File: config.mk
export PLATFORM = sky130hd
export DESIGN_NAME = grid_coast_cell_counter_flat
export DESIGN_NICKNAME = d
export VERILOG_FILES = /design/src/gcc_pkg.sv /design/src/gcc_cell_if.sv /design/src/gcc_count_if.sv /design/src/grid_coast_cell_counter.sv /design/src/flat_wrapper.sv
export SDC_FILE = /design/constraint.sdc
export NUM_CORES = 2
export LEC_CHECK = 0
export ABC_CLOCK_PERIOD_IN_PS = 18200
export BUFFER_PORTS_ARGS = -buffer_cell sky130_fd_sc_hd__buf_4
export CAP_MARGIN = 5
export CORE_MARGIN = 2
export CORE_UTILIZATION = 26
export DETAILED_ROUTE_END_ITERATION = 7
export GPL_TIMING_DRIVEN = 0
export SLEW_MARGIN = 20
export SYNTH_ARGS = -nofsm -noshare
export SYNTH_HDL_FRONTEND = slang
export SYNTH_SLANG_ARGS = --single-unit
File: constraint.sdc
create_clock -name clk -period 18.2 [get_ports clk]
set_input_delay 3.64 -clock clk [delete_from_list [all_inputs] [get_ports clk]]
set_output_delay 3.64 -clock clk [all_outputs]
set_load 0.1 [all_outputs]
File: src/gcc_pkg.sv
// ---------------------------------------------------------------------------
// gcc_pkg
// Shared types, widths and constants of the grid coast cell counter.
// ---------------------------------------------------------------------------
`default_nettype none

package gcc_pkg;

  localparam int CHAR_W = 8;
  localparam int COUNT_W = 21;
  localparam int CFG_W = 11;
  localparam int CFG_IDX_W = 1;

  localparam int DEFAULT_MAX_COLS = 1024;
  localparam int DEFAULT_MAX_ROWS = 1024;
  localparam logic [CFG_W-1:0] CFG_RESET_COUNT = CFG_W'(1024);

  localparam logic [CHAR_W-1:0] CHAR_NUL = 8'd0;
  localparam logic [CHAR_W-1:0] CHAR_DOT = 8'd46;

  localparam logic [COUNT_W-1:0] COUNT_MAX = {COUNT_W{1'b1}};

  typedef enum logic [CFG_IDX_W-1:0] {
    REG_ROW_COUNT = 1'b0,
    REG_COL_COUNT = 1'b1
  } reg_index_t;

  // one line store entry: land bit two rows up and one row up
  typedef struct packed {
    logic upper;
    logic middle;
  } line_entry_t;

  // zero acts as one, anything above the limit acts as the limit
  function automatic int clamp_count(logic [CFG_W-1:0] v, int maxv);
    int r;
    r = int'(v);
    if (r == 0) begin
      r = 1;
    end else if (r > maxv) begin
      r = maxv;
    end
    return r;
  endfunction

endpackage

`default_nettype wire

File: src/gcc_cell_if.sv
// ---------------------------------------------------------------------------
// gcc_cell_if
// Valid/ready channel carrying one raw grid cell character.
// ---------------------------------------------------------------------------
`default_nettype none

interface gcc_cell_if;
  import gcc_pkg::*;

  logic              valid;
  logic              ready;
  logic [CHAR_W-1:0] cell_char;

  modport source (output valid, output cell_char, input ready);
  modport sink (input valid, input cell_char, output ready);
endinterface

`default_nettype wire

File: src/gcc_count_if.sv
// ---------------------------------------------------------------------------
// gcc_count_if
// Valid/ready channel carrying the coast count of one grid.
// ---------------------------------------------------------------------------
`default_nettype none

interface gcc_count_if;
  import gcc_pkg::*;

  logic               valid;
  logic               ready;
  logic [COUNT_W-1:0] coast_count;

  modport source (output valid, output coast_count, input ready);
  modport sink (input valid, input coast_count, output ready);
endinterface

`default_nettype wire

File: src/grid_coast_cell_counter.sv
// ---------------------------------------------------------------------------
// grid_coast_cell_counter
// Counts coast cells of a character grid streamed in raster order.
// ---------------------------------------------------------------------------
// One cell is taken per clock unless the input stalls. Each cell reads its
// column of a 2-bit line store (land bits of the two rows above) in the cycle
// after its transfer, then updates the count and writes the column back; the
// coast count of a grid is loaded into the output register as its last cell
// is processed. The input stalls only while a finished count still waits in
// the output register and the next grid end is about to be loaded. A register
// write restarts the grid. The line store has no reset and needs no clearing.
`default_nettype none

module grid_coast_cell_counter #(
  parameter int MAX_COLS = gcc_pkg::DEFAULT_MAX_COLS,
  parameter int MAX_ROWS = gcc_pkg::DEFAULT_MAX_ROWS
) (
  input  wire logic                       clk,
  input  wire logic                       rst,
  input  wire logic                       cfg_we,
  input  wire logic [gcc_pkg::CFG_IDX_W-1:0] cfg_index,
  input  wire logic [gcc_pkg::CFG_W-1:0]  cfg_data,
  gcc_cell_if.sink                        cells,
  gcc_count_if.source                     totals
);
  import gcc_pkg::*;

  localparam int COL_IDX_W = (MAX_COLS > 1) ? $clog2(MAX_COLS) : 1;
  localparam int ROW_POS_W = (MAX_ROWS > 1) ? $clog2(MAX_ROWS) : 1;
  localparam int COL_CNT_W = $clog2(MAX_COLS + 1);
  localparam int ROW_CNT_W = $clog2(MAX_ROWS + 1);

  // configuration
  logic [ROW_CNT_W-1:0] row_count;
  logic [COL_CNT_W-1:0] col_count;

  // position of the next cell
  logic [ROW_POS_W-1:0] row_pos;
  logic [COL_IDX_W-1:0] col_pos;

  // read stage: cell transferred, line store read in flight
  logic                 s1_valid;
  logic                 s1_land;
  logic [COL_IDX_W-1:0] s1_col;
  logic                 s1_first_col;
  logic                 s1_last_col;
  logic                 s1_edge_row;
  logic                 s1_deep;
  logic                 s1_last;
  logic                 fwd;
  line_entry_t          fwd_data;

  // line store
  line_entry_t          line_mem [MAX_COLS];
  line_entry_t          rd_data;

  // update stage state
  logic                 left_land;
  logic                 pend_valid;
  logic                 pend_left;
  logic                 pend_up;
  logic                 pend_below;
  logic [COUNT_W-1:0]   total;

  // output register
  logic                 out_valid;
  logic [COUNT_W-1:0]   out_count;

  logic                 in_fire;
  logic                 stall;
  logic                 proc;
  logic                 land;
  logic                 last_col;
  logic                 last_row;
  logic                 edge_row;
  line_entry_t          ent;
  line_entry_t          wdata;
  logic                 pend_add;
  logic                 cur_valid;
  logic                 cur_left;
  logic                 cur_add;
  logic                 edge_add;
  logic [1:0]           add;
  logic [COUNT_W:0]     sum;
  logic [COUNT_W-1:0]   total_next;

  // a grid end cannot move on while the previous count is still waiting
  assign stall   = s1_valid && s1_last && out_valid && !totals.ready;
  assign proc    = s1_valid && !stall;
  assign in_fire = cells.valid && cells.ready;

  assign cells.ready        = !stall;
  assign totals.valid       = out_valid;
  assign totals.coast_count = out_count;

  assign land     = (cells.cell_char != CHAR_NUL) && (cells.cell_char != CHAR_DOT);
  assign last_col = (int'(col_pos) + 1) >= int'(col_count);
  assign last_row = (int'(row_pos) + 1) >= int'(row_count);
  assign edge_row = (row_pos == '0) || ((int'(row_pos) + 1) == int'(row_count));

  // update stage
  assign ent   = fwd ? fwd_data : rd_data;
  assign wdata = '{upper: ent.middle, middle: s1_land};

  // the pending cell one column left sees its right neighbor now
  assign pend_add  = !s1_first_col && pend_valid &&
                     (!pend_left || !ent.middle || !pend_up || !pend_below);
  assign cur_valid = s1_deep && ent.middle;
  assign cur_left  = s1_first_col ? 1'b0 : left_land;
  // on the last column the right neighbor is outside the grid
  assign cur_add   = s1_last_col && cur_valid;
  assign edge_add  = s1_edge_row && s1_land;

  assign add = 2'(pend_add) + 2'(cur_add) + 2'(edge_add);
  assign sum = {1'b0, total} + (COUNT_W + 1)'(add);
  assign total_next = (sum > {1'b0, COUNT_MAX}) ? COUNT_MAX : sum[COUNT_W-1:0];

  always_ff @(posedge clk) begin
    if (in_fire) begin
      rd_data <= line_mem[col_pos];
    end
    if (proc) begin
      line_mem[s1_col] <= wdata;
    end
  end

  always_ff @(posedge clk) begin
    if (rst) begin
      row_count <= ROW_CNT_W'(clamp_count(CFG_RESET_COUNT, MAX_ROWS));
      col_count <= COL_CNT_W'(clamp_count(CFG_RESET_COUNT, MAX_COLS));
      row_pos   <= '0;
      col_pos   <= '0;
    end else if (cfg_we) begin
      unique case (reg_index_t'(cfg_index))
        REG_ROW_COUNT: row_count <= ROW_CNT_W'(clamp_count(cfg_data, MAX_ROWS));
        REG_COL_COUNT: col_count <= COL_CNT_W'(clamp_count(cfg_data, MAX_COLS));
        default: ;
      endcase
      row_pos <= '0;
      col_pos <= '0;
    end else if (in_fire) begin
      if (last_col) begin
        col_pos <= '0;
        row_pos <= last_row ? '0 : ROW_POS_W'(int'(row_pos) + 1);
      end else begin
        col_pos <= COL_IDX_W'(int'(col_pos) + 1);
      end
    end
  end

  always_ff @(posedge clk) begin
    if (rst) begin
      s1_valid <= 1'b0;
      fwd      <= 1'b0;
    end else if (!stall) begin
      s1_valid <= in_fire;
      // single-column grid: the entry being written is read again at once
      fwd      <= in_fire && proc && (s1_col == col_pos);
    end
  end

  always_ff @(posedge clk) begin
    if (!stall) begin
      fwd_data     <= wdata;
      s1_land      <= land;
      s1_col       <= col_pos;
      s1_first_col <= (col_pos == '0);
      s1_last_col  <= last_col;
      s1_edge_row  <= edge_row;
      s1_deep      <= (int'(row_pos) >= 2);
      s1_last      <= last_col && last_row;
    end
  end

  always_ff @(posedge clk) begin
    if (rst) begin
      total      <= '0;
      pend_valid <= 1'b0;
      left_land  <= 1'b0;
    end else if (cfg_we) begin
      total      <= '0;
      pend_valid <= 1'b0;
    end else if (proc) begin
      total      <= s1_last ? '0 : total_next;
      left_land  <= ent.middle;
      pend_valid <= cur_valid && !s1_last_col;
    end
  end

  always_ff @(posedge clk) begin
    if (proc) begin
      pend_left  <= cur_left;
      pend_up    <= ent.upper;
      pend_below <= s1_land;
    end
  end

  always_ff @(posedge clk) begin
    if (rst) begin
      out_valid <= 1'b0;
    end else if (proc && s1_last) begin
      out_valid <= 1'b1;
    end else if (totals.ready) begin
      out_valid <= 1'b0;
    end
  end

  always_ff @(posedge clk) begin
    if (proc && s1_last) begin
      out_count <= total_next;
    end
  end

  // forwarding is only needed when a row is one column wide
  a_fwd_single_col: assert property (@(posedge clk) disable iff (rst)
    s1_valid && fwd |-> int'(col_count) == 1)
    else $error("line store forward outside a single-column grid");

  // the column position never leaves the configured row width
  a_col_in_range: assert property (@(posedge clk) disable iff (rst)
    int'(col_pos) < int'(col_count))
    else $error("column position beyond column count");

  // the input is only held back by a waiting count
  a_stall_cause: assert property (@(posedge clk) disable iff (rst)
    !cells.ready |-> totals.valid && !totals.ready && s1_valid && s1_last)
    else $error("input stalled without a waiting count");

  // a grid end always presents a count in the next cycle
  a_grid_end_out: assert property (@(posedge clk) disable iff (rst)
    proc && s1_last && !cfg_we |=> totals.valid)
    else $error("grid end did not load the output register");

endmodule

`default_nettype wire

File: src/flat_wrapper.sv
// flat-port wrapper written by rule: the top's interface ports become plain ports
module grid_coast_cell_counter_flat import gcc_pkg::*;
#(
  parameter int MAX_COLS = gcc_pkg::DEFAULT_MAX_COLS,
  parameter int MAX_ROWS = gcc_pkg::DEFAULT_MAX_ROWS
)
  (clk, rst, cfg_we, cfg_index, cfg_data, cells_valid, cells_cell_char, cells_ready, totals_valid, totals_coast_count, totals_ready);
  gcc_cell_if cells_i ();
  gcc_count_if totals_i ();
  input  wire logic clk;
  input  wire logic rst;
  input  wire logic cfg_we;
  input  wire logic [gcc_pkg::CFG_IDX_W-1:0] cfg_index;
  input  wire logic [gcc_pkg::CFG_W-1:0] cfg_data;
  input wire logic [$bits(cells_i.valid)-1:0] cells_valid;
  input wire logic [$bits(cells_i.cell_char)-1:0] cells_cell_char;
  output wire logic [$bits(cells_i.ready)-1:0] cells_ready;
  output wire logic [$bits(totals_i.valid)-1:0] totals_valid;
  output wire logic [$bits(totals_i.coast_count)-1:0] totals_coast_count;
  input wire logic [$bits(totals_i.ready)-1:0] totals_ready;
  assign cells_i.valid = cells_valid;
  assign cells_i.cell_char = cells_cell_char;
  assign cells_ready = cells_i.ready;
  assign totals_valid = totals_i.valid;
  assign totals_coast_count = totals_i.coast_count;
  assign totals_i.ready = totals_ready;
  grid_coast_cell_counter #(.MAX_COLS(MAX_COLS), .MAX_ROWS(MAX_ROWS)) u_core (.clk(clk), .rst(rst), .cfg_we(cfg_we), .cfg_index(cfg_index), .cfg_data(cfg_data), .cells(cells_i), .totals(totals_i));
endmodule
# Word level (Yosys, flattened, before mapping)
# Memory sizes are Yosys's and may differ from the RTL's. A register that Yosys moved wholly into a read port is not among the register bits.
# Index checks and enable logic that the tools add are counted.
# Widths: inputs -> output; s select.
op_classes:
  add_sub_neg: 5
  n_mul: 0
  div_mod_pow: 0
  n_lt_le_gt_ge: 5
  eq_ne: 3
  n_shift: 0
  mux: 11
  bitwise: 2
  reduce_logical: 38
op_table:
  columns: ["op", "count"]
  rows:
  - ["$ge 32x12->1", 2]
  - ["$mux 21", 2]
  - ["$eq 32x12->1", 1]
  - ["$add 10x1->11 const B", 2]
  - ["$add 21x2->22", 1]
  - ["$gt 22x21->1 const B", 1]
  - ["$mux 11", 2]
  - ["$logic_not 10->1", 2]
  - ["$mux 10", 2]
  - ["$logic_and 1x1->1", 16]
  - ["$gt 11x11->1 const B", 1]
  - ["$logic_not 11->1", 1]
  - ["$eq 10x10->1", 1]
  - ["$ge 10x2->1 const B", 1]
  - ["$logic_not 1->1", 8]
  - ["$ne 8x6->1 const B", 1]
  - ["$reduce_and 2->1", 4]
  - ["$reduce_bool 8->1", 1]
  - ["$logic_or 1x1->1", 4]
  - ["$mux 1", 4]
  - ["$add 1x1->2", 1]
  - ["$add 2x1->2", 1]
  - ["$mux 2", 1]
  - ["$not 1->1", 2]
  - ["2 further kinds", 2]
totals:
  ff_bits: 110
  latch_bits: 0
  mem_bits_rw: 2048
  mem_bits_ro: 0
  in_bits: 25
  output_inout_bits: 23
  elab_cells: 88
  mem_count: 1
memory_table:
  columns: ["memory", "words", "word_bits", "rd", "rd_ports_with_merged_regs", "write_ports", "line_no", "rtl"]
  rows:
  - ["u_core.line_mem", 1024, 2, 1, 1, 1, "grid_coast_cell_counter.sv:54", "line_entry_t line_mem [MAX_COLS];"]

# Depth between registers and ports, before layout
logic_depth:
  word_depth: 12
  depth_mapped: 19
  depth_no_buf: 15

# Worst setup path before layout
# Ideal clock, no wire load.
synth_path:
  path_type: "register to register"
  from: "register u_core.s1_land"
  to: "register u_core.total[20]"
  setup_time_ns: 0.128
  arrival_ns: 15.458
  required_time_ns: 18.072
  setup_slack_ns: 2.614
  path_stages_with_launch: 15
  n_path_buf: 0
  synth_period_minus_slack_ns: 15.586
  cell_sequence: "edfxtp_1 > and2_1 > fa_1 > ha_1 > inv_1 > fa_1 > and4b_1 > nand2_1 > nor3_1 > nand3_1 > nor2_1 > nand3b_1 > o21a_1 > a22oi_1 > nor2_1"
synth_between:
  elab_chain_len: 6
synth_rtl:
  columns: ["item", "line_no", "rtl"]
  rows:
  - ["start, declared", "grid_coast_cell_counter.sv:43", "logic s1_land;"]
  - ["start signal, assigned", "grid_coast_cell_counter.sv:165", "s1_land <= land;"]
  - ["$logic_and 1x1->1 (*)", "grid_coast_cell_counter.sv:112", "assign edge_add = s1_edge_row && s1_land;"]
  - ["$add 2x1->2 (*)", "grid_coast_cell_counter.sv:114", "assign add = 2'(pend_add) + 2'(cur_add) + 2'(edge_add);"]
  - ["$add 21x2->22 (*)", "grid_coast_cell_counter.sv:115", "assign sum = {1'b0, total} + (COUNT_W + 1)'(add);"]
  - ["$gt 22x21->1", "grid_coast_cell_counter.sv:116", "assign total_next = (sum > {1'b0, COUNT_MAX}) ? COUNT_MAX : sum[COUNT_W-1:0];"]
  - ["$mux 21 (*)", "grid_coast_cell_counter.sv:116", null]
  - ["named net u_core.total_next[20]", "grid_coast_cell_counter.sv:85", "logic [COUNT_W-1:0] total_next;"]
  - ["$mux 21 (*)", "grid_coast_cell_counter.sv:184", "total <= s1_last ? '0 : total_next;"]
  - ["end signal, assigned", "grid_coast_cell_counter.sv:184", null]
  - ["end, declared", "grid_coast_cell_counter.sv:63", "logic [COUNT_W-1:0] total;"]
# The timed path passes the listed nets; every way through them passes the cells marked *.
# A chain may end at the register's enable or synchronous reset.

# Final worst setup path
layout_path:
  from: "input totals_ready"
  to: "output cells_ready"
layout_between:
  elab_chain_len: 3
layout_rtl:
  columns: ["item", "line_no", "rtl"]
  rows:
  - ["start, declared", "flat_wrapper.sv:20", "input wire logic [$bits(totals_i.ready)-1:0] totals_ready;"]
  - ["$logic_not 1->1", "grid_coast_cell_counter.sv:88", "assign stall = s1_valid && s1_last && out_valid && !totals.ready;"]
  - ["$logic_and 1x1->1", "grid_coast_cell_counter.sv:88", null]
  - ["$logic_not 1->1", "grid_coast_cell_counter.sv:92", "assign cells.ready = !stall;"]
  - ["end, declared", "flat_wrapper.sv:17", "output wire logic [$bits(cells_i.ready)-1:0] cells_ready;"]
# No other way between the ends.

==> metrics list <==
- Critical path type: in -> out
- Fin. Hold Viols: 0
* FF-to-FF Start: u_core.col_pos[1]$_SDFFE_PP0P_
* Total track usage: 21.52%
- Global-route wire length before repair: 502.4 mm
- Level count of the clock H-tree: 4
* Setup-violating endpoint count in the final report: 0
- Area growth, synth to finish: 17.24%
* Detail-routed net length per standard cell: 36.52 µm
- Dividing the synthesized area by the synthesized cell count gives 16.41 µm².
* Violated checks: DRC
- Crit path DAT: 5.14 ns
- The core region is 343,000 µm².
* Post-layout min period: 8.778 ns
* Flop-to-flop setup slack: 10.35 ns
- Clock tree from TritonCTS: yes
- VDD sags by at most 105.6 µV.
- Synthesized instance count: 5,464
- Worst Skew: 0.09401 ns
* Number of antenna violations at the first check in global routing: 51
- Sequential fraction of the synthesis area: 71.60%
* Type of the tightest min-delay check: reg -> reg
- Cell types occupying the most area after synthesis: edfxtp_1 (70%), mux4_2 (11%), nor2_1 (4.7%)
* Width of the die: 591.2 µm
* Total Wirelength: 387.2 mm
- In the post-route analysis, the smallest setup slack over all paths is 9.422 ns.
- Crit. End Element: output pin
- The largest total area in the synthesized netlist belongs to edfxtp_1.
- For this design, the sink count on the clock tree is 2,160.
* Maximum number of pins on one net before global-route repair: 138
- Timing endpoint of the critical path: cells_ready
- The congestion estimate from routability-driven global placement came to 1.043.
* Start point of the worst min-delay path: u_core.col_pos[9]$_SDFFE_PP0P_
* Maximum fanout along the worst path: 23
- Post CTS Setup Buffer Count: 0
- Worst setup startpoint: totals_ready
- Number of resized instances in the post-cts repair step: 0
- For the worst setup path, the data required time is 14.56 ns.
- Total clock buffers created by CTS: 214
* Destination of the worst register-to-register timing path: u_core.rd_data[1]$_DFFE_PP_
* Count of filler cells inserted in the layout: 33,470
* Count of distinct cell types in the synthesized netlist: 78
* Leakage dissipation: 27.61 nW
- Via count: 59,580
- Overall power after layout: 10.16 mW
- Ys Warns: 0
- Post-DRT Antenna Nets: 0
- Number of buffers inserted by port buffering: 45
- Dominant synthesized flop cell: edfxtp_1
- The number of hold buffers added after CTS was 0.
- In the routed design, unresolved DRC markers number 9.
* Layout cells sized above 1: 20.05%
- Post-synthesis register bit count: 2,160
- The cell area that synthesis handed to floorplanning was 89,640 µm².
- The net count of the finished layout is 5,883.
- The library cells used most frequently in the layout, excluding fill and tap cells, are edfxtp_1 (2,092), nor2_1 (1,113), mux4_2 (430).
- Across the run, the number of max-cap violations was 0.
- Clock latency on the worst-skew pair: 0.93 ns
* Kind of start point of the critical path: primary input
- Counting flops with an async set or reset pin after synthesis yields a share of 0%.
- For the pin with the worst max-slew slack, the measured transition is 1.357 ns.
* Die Span Y: 591.2 µm
- Max-slew violation count: 0
* Max Freq: 113.9 MHz
- Worst-case setup slack after placement: 9.022 ns
- The number of global-route vias before repair is 55,570.
- The die covers 349,500 µm².
- Number of enable-type register cells in the synthesized netlist: 2,092
- The flow ran to the end, but the final reports show violations.
- The first routing iteration left 13,180 violations.
- The floorplan has 215 rows.
- Leaving out fill and tap cells, the most frequent cell in the layout is edfxtp_1.
* Global route total overflow: 0
* Fraction of synthesized cell area taken by the top area cell type: 70.08%
- Final worst-path cycle share: 48.23%
- CTS placed an instance of clkbuf_16 at the clock tree root.
- FF-to-FF path depth: 12
- Clk buf depth: 3
- The wire-length estimate of the detail-placed layout is 260.0 mm.
- Across all hold checks on the routed design, the worst slack comes to 0.4327 ns.
* Initial Util: 26.14%
- Worst slew margin: 9.513%
- After clock tree synthesis, the clock-pin slew on the worst setup and hold paths is 0.06 ns.
- Average vias per placed instance: 5.619
- Power Density: 96.71 nW/µm²
- 1st-pass router iterations: 8
- The number of nets in the synthesized netlist is 5,520.
- Setup repair after global routing left no endpoint under its margin.
* IO Pins: 48
-- cell families after synthesis --
family / count (synthesis) / synth area share (%)
flops: 2160 / 71.60
simple gates: 1604 / 7.327
mux: 681 / 14.08
buf+inv: 493 / 2.702
compound gates: 458 / 3.487
xor+xnor: 37 / 0.3615
fa+ha+maj: 31 / 0.4494
-- stage by stage --
stage,instances,util [%],setup TNS (ns),area (µm²)
floorplan,5464,-,0,89640
global placement,10070,27.90,-8553.61,95680
detailed placement,10170,28.58,0,98040
CTS,10570,30.61,0,105000
global route,10570,30.62,0,105000
finish,10600,30.64,0,105100
-- report_power, final --
| part | switching, mW | leakage (nW) | internal (mW) |
|---|---|---|---|
| sequential | 0.00289 | 15.8 | 5.38 |
| combinational | 0.196 | 8.44 | 0.0844 |
| clock | 2.04 | 3.37 | 2.46 |
| total | 2.24 | 27.6 | 7.92 |
-- metal layers --
metal,wire [µm],vias to the layer above,GRT usage (%)
met5,317,-,0.1353
met2,160300,5781,30.62
li1,-,21930,-
met3,62360,1297,9.449
met1,131700,30540,26.13
met4,32600,27,14.79
-- Yosys cell counts, types with 17 or more instances --
| cell | instances |
|---|---|
| edfxtp_1 | 2092 |
| nor2_1 | 1117 |
| mux4_2 | 430 |
| clkbuf_1 | 284 |
| nand2_1 | 251 |
| mux2i_1 | 179 |
| a21oi_1 | 110 |
| dfxtp_1 | 68 |
| o21ai_0 | 62 |
| nand3_1 | 56 |
| buf_2 | 55 |
| inv_1 | 50 |
| mux2_2 | 50 |
| a22oi_1 | 41 |
| o22ai_1 | 38 |
| buf_6 | 32 |
| nor2b_1 | 32 |
| buf_1 | 31 |
| nor3_1 | 31 |
| buf_4 | 29 |
| ha_1 | 29 |
| mux4_1 | 22 |
| o221ai_1 | 21 |
| a31oi_1 | 20 |
| and3_1 | 19 |
| xnor2_1 | 19 |
| a211oi_1 | 18 |
| xor2_1 | 18 |
| a221oi_1 | 17 |
| nor3b_1 | 17 |
-- registers in the layout (all words and copies together) (netlist names), 10 cells and up --
signal                     cells
u_core.col_count              11
u_core.col_pos                10
u_core.line_mem             2048
u_core.row_count              11
u_core.row_pos                10
u_core.s1_col                 10
u_core.total                  21
u_core.totals.coast_count     21
-- how the worst min path moves through the flow --
stage | endpoint | cells past startpoint
2_1_floorplan | u_core.s1_col[2]$_DFFE_PN_ | 0
3_3_place_gp | u_core.s1_col[9]$_DFFE_PN_ | 0
3_5_place_dp | u_core.s1_col[3]$_DFFE_PN_ | 0
4_1_cts | u_core.s1_col[9]$_DFFE_PN_ | 0
5_1_grt | u_core.s1_col[9]$_DFFE_PN_ | 0
6_report | u_core.s1_col[9]$_DFFE_PN_ | 0
-- worst max-delay path, stage by stage --
cell,delay [ns]
buf_4,0.11
nor2b_1,0.32
nand3_2,0.59
buf_4,0.48
-- cell type report --
cell class / count / area, µm² / area share, %
well taps: 4557 / 5702 / 5.425
repair buffers: 147 / 2489 / 2.368
diodes: 36 / 90.09 / 0.08572
plain buffers: 442 / 2396 / 2.280
flip-flops and latches: 2160 / 64180 / 61.07
multi-input cells: 2811 / 23090 / 21.97
clock buffers: 254 / 5527 / 5.259
inverters: 51 / 191.4 / 0.1822
clock inverters: 145 / 1426 / 1.357
(Power assumes the default switching activity.)
